===== src/rtl/mtg_pkg.sv =====
// Package for the MT19937 generator: word types, request codes and constants.
// No dependencies.
package mtg_pkg;

  localparam int STATE_WORDS_DEF = 624;
  localparam int TWIST_OFFSET    = 397;
  localparam int WARMUP_DRAWS    = 37;
  localparam int WARM_W          = $clog2(WARMUP_DRAWS + 1);

  localparam logic [31:0] MATRIX_A  = 32'h9908_B0DF;
  localparam logic [31:0] SEED_MULT = 32'd1812433253;
  localparam logic [31:0] TEMPER_B  = 32'h9D2C_5680;
  localparam logic [31:0] TEMPER_C  = 32'hEFC6_0000;

  // request codes
  localparam logic REQ_SEED = 1'b0;
  localparam logic REQ_DRAW = 1'b1;

  typedef struct packed {
    logic        req_type;
    logic [31:0] seed_value;
  } req_t;

  typedef struct packed {
    logic [31:0] random_word;
    logic        unseeded;
  } rsp_t;

endpackage


===== src/rtl/mtg_twist.sv =====
// Twist and temper datapath: new store word from three store words, and its
// tempered output. Depends on mtg_pkg.
module mtg_twist
  import mtg_pkg::*;
(
  input  logic [31:0] cur_word,
  input  logic [31:0] nxt_word,
  input  logic [31:0] far_word,
  output logic [31:0] twisted,
  output logic [31:0] tempered
);

  logic [31:0] y;
  logic [31:0] t1, t2, t3;

  assign y       = {cur_word[31], nxt_word[30:0]};
  assign twisted = far_word ^ (y >> 1) ^ (y[0] ? MATRIX_A : 32'd0);

  assign t1       = twisted ^ (twisted >> 11);
  assign t2       = t1 ^ ((t1 << 7) & TEMPER_B);
  assign t3       = t2 ^ ((t2 << 15) & TEMPER_C);
  assign tempered = t3 ^ (t3 >> 18);

endmodule


===== config.mk =====
export PLATFORM = sky130hd
export DESIGN_NAME = mtg_twist
export DESIGN_NICKNAME = d
export VERILOG_FILES = /design/src/rtl/mtg_pkg.sv /design/src/rtl/mtg_twist.sv
export SDC_FILE = /design/constraint.sdc
export NUM_CORES = 1
export LEC_CHECK = 0
export BUFFER_PORTS_ARGS = -buffer_cell sky130_fd_sc_hd__buf_2
export CAP_MARGIN = 30
export CORE_MARGIN = 5
export CORE_UTILIZATION = 33
export DETAILED_ROUTE_END_ITERATION = 7
export PLACE_DENSITY = 0.91
export SLEW_MARGIN = 30
export SYNTH_ARGS = -nofsm -noshare
export SYNTH_HDL_FRONTEND = slang
export SYNTH_SLANG_ARGS = --single-unit

===== constraint.sdc =====
create_clock -name vclk -period 2.2
set_input_delay 0.22 -clock vclk [all_inputs]
set_output_delay 0.22 -clock vclk [all_outputs]
set_load 0.02 [all_outputs]

==> impl_metrics.toml, run 1 <==
[final_layout]
final_common_cell = "buf_2"
seq_area_um2 = 0
diodes = 0
n_clock_buffer = 0
n_sequential_cell = 0
fin_nets = 346
drive_gt1_share_pct = 61.3
final_cell_mix = "buf_2 (128), xnor2_1 (48), xor2_1 (31)"
final_cell_area_um2 = 1960
area_growth_pct = 61.2
post-route-util_pct = 54.4

[sta]
setup_viol = 0
final.min_clock_period_ns = 2.07
finalHoldViolCount = 0
relSlewSlack_pct = 67.7
rsz0062_at_grt = "no"
worst_slew_pin_slew_ns = 0.481
fmax_mhz = 483
fin_setup_tns_ns = 0
drv_slew = 0
fin_crit_sh_pct = 94.1
fin_ws_ns = 0.130

[yosys]
synth_cells = 114
yosysSeqAreaShare_pct = 0
synth_area_leader_cell = "xnor2_1"
synthesis.area_um2 = 1220
yosysUniqueCellTypes = 14
synth_top_area_share_pct = 34.5
synth.net_count = 210
synth.avg_cell_area_um2 = 10.7
synth.top_cells.by_area = "xnor2_1 (35%), xor2_1 (22%), xnor3_2 (9.8%)"
synth-warning-count = 0

[die]
num_rows = 22
core_um2 = 3610
dieArea_um2 = 5000
initial_core_util_pct = 33.8
die_h_um = 70.7
ios = 160
die_w_um = 70.7

[critical_path]
path_class = "input port to primary output"
critPathRequiredTime_ns = 1.98
end_kind = "primary output"
arrival_ns = 1.85
cp-start-kind = "input port"
worstPathMaxFanout = 4

[global_route]
grt_pass1_vias = 1348
grt_antenna_before_repair = 0
grt_pass1_wl_um = 5820
overflow = 0
grt_max_degree = 11
grt_usage_pct = 13.8

[drt]
drc = 0
routed_wl_um = 3650
vias = 1226
routedWlPerCell_um = 12.3
drt-vias-per-instance = 4.14
firstDrtPassIters = 2
antenna_left = 0
first_iter_violations = 14

[placement]
postPlaceCellArea_um2 = 1960
hpwl_um = 3490
portBuffers = 128
gp_congestion = 0.779
dpl_worst_slack_ns = 0.0835

[clocking]
cts_setup_buffers = 0
holdBufCountCts = 0
cts_resized = 0

[power_and_ir_drop]
p_total_mw = 1.79
leakage_nw = 1.09
ir_drop_mv = 0.353
power_density_nw_per_um2 = 913

[min_path]
hold_class = "input port to primary output"
hold_depth = 3

[flow_run]
maxCapViolations = 0

[status]
status = "completed"
-- final cells by class --
| class | count | area [um2] |
|---|---|---|
| fill | 341 | 1640 |
| multi-input combinational | 100 | 1160 |
| timing repair buffer | 136 | 701 |
| tap | 48 | 60.1 |
| inverter | 12 | 45.0 |
-- per-stage QoR --
step | hold slack [ns] | cells
2_1_floorplan | 0.547 | 114
3_3_place_gp | 0.757 | 296
3_5_place_dp | 0.780 | 296
4_1_cts | 0.780 | 296
5_1_grt | 0.794 | 296
6_report | 0.774 | 296
-- worst paths after layout --
kind / start / to / slack (ns)
setup / recovery: nxt_word[0] / tempered[6] / 0.13
hold / removal: far_word[10] / twisted[10] / 0.77
-- layer usage --
metal  GRT usage (%)  up-vias  share of wire (%)
li1                -      603                  -
met1            12.6      558                 31
met2            30.7       65                 58
met3            3.55        0                 11
met4           0.418        0                  0
met5               0        -                  0
-- cells in the mapped netlist --
cell,instances
xor2_1,31
buf_6,1
xor3_1,1
xnor3_1,4
xor2_2,4
xnor2_1,48
xnor2_2,2
xnor2_4,1
inv_1,12
buf_2,1
xnor3_2,5
xor2_4,2
xnor3_4,1
xor3_2,1
-- report_power, final --
| group | total [mW] | leakage, nW | internal, mW | switching [mW] |
|---|---|---|---|---|
| combinational | 1.79 | 1.09 | 0.737 | 1.05 |
| sequential | 0 | 0 | 0 | 0 |
| clock | 0 | 0 | 0 | 0 |
| total | 1.79 | 1.09 | 0.737 | 1.05 |
-- critical path, stage by stage --
cell and delay (ns):
buf_2 0.14, xnor3_2 0.44, xnor3_2 0.42, xnor3_2 0.27, xor2_1 0.17, buf_2 0.19
-- cells by family (layout without fill, tap and decap cells) --
family                    count (synthesis)  after routing  share of synthesized area [%]
buffers and inverters                    14            148                           5.04
xor gates and xnor gates                100            100                           95.0
No activity file was read; power rests on OpenSTA's default activity.
==> inputs of run 2 (changes only) <==
--- a/config.mk
+++ b/config.mk
@@ -7,10 +7,14 @@
 export LEC_CHECK = 0
 export BUFFER_PORTS_ARGS = -buffer_cell sky130_fd_sc_hd__buf_2
 export CAP_MARGIN = 30
+export CELL_PAD_IN_SITES_DETAIL_PLACEMENT = 1
+export CELL_PAD_IN_SITES_GLOBAL_PLACEMENT = 2
 export CORE_MARGIN = 5
-export CORE_UTILIZATION = 33
+export CORE_UTILIZATION = 15
 export DETAILED_ROUTE_END_ITERATION = 7
-export PLACE_DENSITY = 0.91
+export PLACE_DENSITY = 0.88
+export REMOVE_ABC_BUFFERS = 1
+export SETUP_SLACK_MARGIN = 0.05
 export SLEW_MARGIN = 30
 export SYNTH_ARGS = -nofsm -noshare
 export SYNTH_HDL_FRONTEND = slang
==> run 2 against run 1 <==
  * Routed wire length rose by 19%
  * Cell count increased by 19%
  * Die area increased by 100%
  * Clock-buffer cell count is the same
  * Critical path type unchanged
  * Critical path depth up 1
  * Combinational power is 3% higher
  * Critical endpoint is now tempered[29]
  * Global-route usage shrank 5.9 points
  * Hold slack improved by 0.0024 ns
  * Final area up 4.8%
  * Sequential share of layout area unchanged
  * Largest power group unchanged
  * Maximum frequency increased by 1.7%
  * Via count rose by 0.41%
==> impl_metrics.toml, run 2 (synthesized netlist as in run 1, its figures left out) <==
[sta]
drv_slew = 0
relSlewSlack_pct = 67.1
rsz0062_at_grt = "no"
worst_slew_pin_slew_ns = 0.490
fin_crit_sh_pct = 92.5
fmax_mhz = 491
finalHoldViolCount = 0
final.min_clock_period_ns = 2.04
fin_setup_tns_ns = 0
setup_viol = 0

[die]
num_rows = 32
core_um2 = 7810
die_w_um = 100
dieArea_um2 = 10000
die_h_um = 100
initial_core_util_pct = 15.6
ios = 160

[critical_path]
cp_common_cell = "buf_4"
max_stage_delay_ns = 0.50
crit_path_top_delay_cell = "xnor3_2"
critPathRequiredTime_ns = 1.98
cp-start-kind = "input port"
end_kind = "primary output"
worstPathMaxFanout = 8
arrival_ns = 1.82
path_class = "input port to primary output"
worstPathCellList = "buf_4 > xnor3_2 > xor2_4 > buf_4 > xnor2_2 > xor2_1 > buf_2"
startpoint = "nxt_word[0]"

[global_route]
grt_pass1_wl_um = 6540
grt_max_degree = 9
grt_usage_pct = 7.87
grt_pass1_vias = 1374
overflow = 0
grt_antenna_before_repair = 0

[final_layout]
seq_area_um2 = 0
layout.cells.non_filler = 352
area_growth_pct = 69.0
fin_nets = 348
final_common_cell = "buf_2"
diodes = 0
n_sequential_cell = 0
drive_gt1_share_pct = 62.0
final_cell_mix = "buf_2 (126), xnor2_1 (47), xor2_1 (31)"
n_clock_buffer = 0

[drt]
routed_wl_um = 4350
firstDrtPassIters = 4
first_iter_violations = 14
antenna_left = 0
drt-vias-per-instance = 3.50
vias = 1231
drc = 0
routedWlPerCell_um = 12.3

[min_path]
hold_class = "input port to primary output"
min_from = "far_word[10]"

[placement]
hpwl_um = 4110
portBuffers = 128
gp_congestion = 0.741
dp.cells = 350

[power_and_ir_drop]
ir_drop_mv = 0.314
leakage_nw = 1.10
power_density_nw_per_um2 = 899

[status]
status = "completed"

[flow_run]
maxCapViolations = 0

[clocking]
holdBufCountCts = 0
==> run 2: cell count changes in the layout (fill, tap and decap cells not counted) <==
cell	before	now
buf_4	8	12
xnor2_2	2	3
xnor2_1	48	47
buf_2	128	126
==> run 2: timing repair <==
action                     4_1_cts  5_1_grt
buffers inserted                 0        2
setup endpoints to repair        4        2
gates resized for setup          2        1
pin swaps                        1        0
==> run 2: worst paths after layout <==
check            to  depth (start not counted)
min     twisted[10]                          3
max    tempered[29]                          7
==> run 2: worst max-delay path: cells and delay by family <==
family / cells / cell delay, ns
buffers and inverters: 3 / 0.50
XOR/XNOR: 4 / 1.08
==> run 2: cell type report <==
cell class                 instances  area [um2]
inverter                          12        45.0
timing repair buffer             138         721
fill                             963        5750
tap                              102         128
multi-input combinational        100        1160
==> run 2: per-stage QoR <==
stage | instance area [um2] | setup WS, ns | total power [mW] | utilization (%) | hold slack (ns)
2_1_floorplan | 1200 | 0.121 | 1.25 | - | 0.530
3_3_place_gp | 2030 | -0.0147 | 1.84 | 26.0 | 0.770
3_5_place_dp | 2030 | -0.0919 | 1.86 | 26.0 | 0.786
4_1_cts | 2030 | 0.0636 | 1.88 | 26.1 | 0.786
5_1_grt | 2060 | 0.0666 | 1.98 | 26.3 | 0.790
6_report | 2060 | 0.165 | 1.85 | 26.3 | 0.776
==> run 2: metal layers <==
metal	vias to the layer above	part of all wire, %	track usage, %
met5	-	0	0
met2	69	53	16.1
li1	609	-	-
met1	553	36	8.93
met3	0	11	1.39
met4	0	0	0
==> run 2: power by group <==
part / internal [mW] / switching (mW) / total (mW)
Clock: 0 / 0 / 0
Sequential: 0 / 0 / 0
Combinational: 0.759 / 1.09 / 1.85
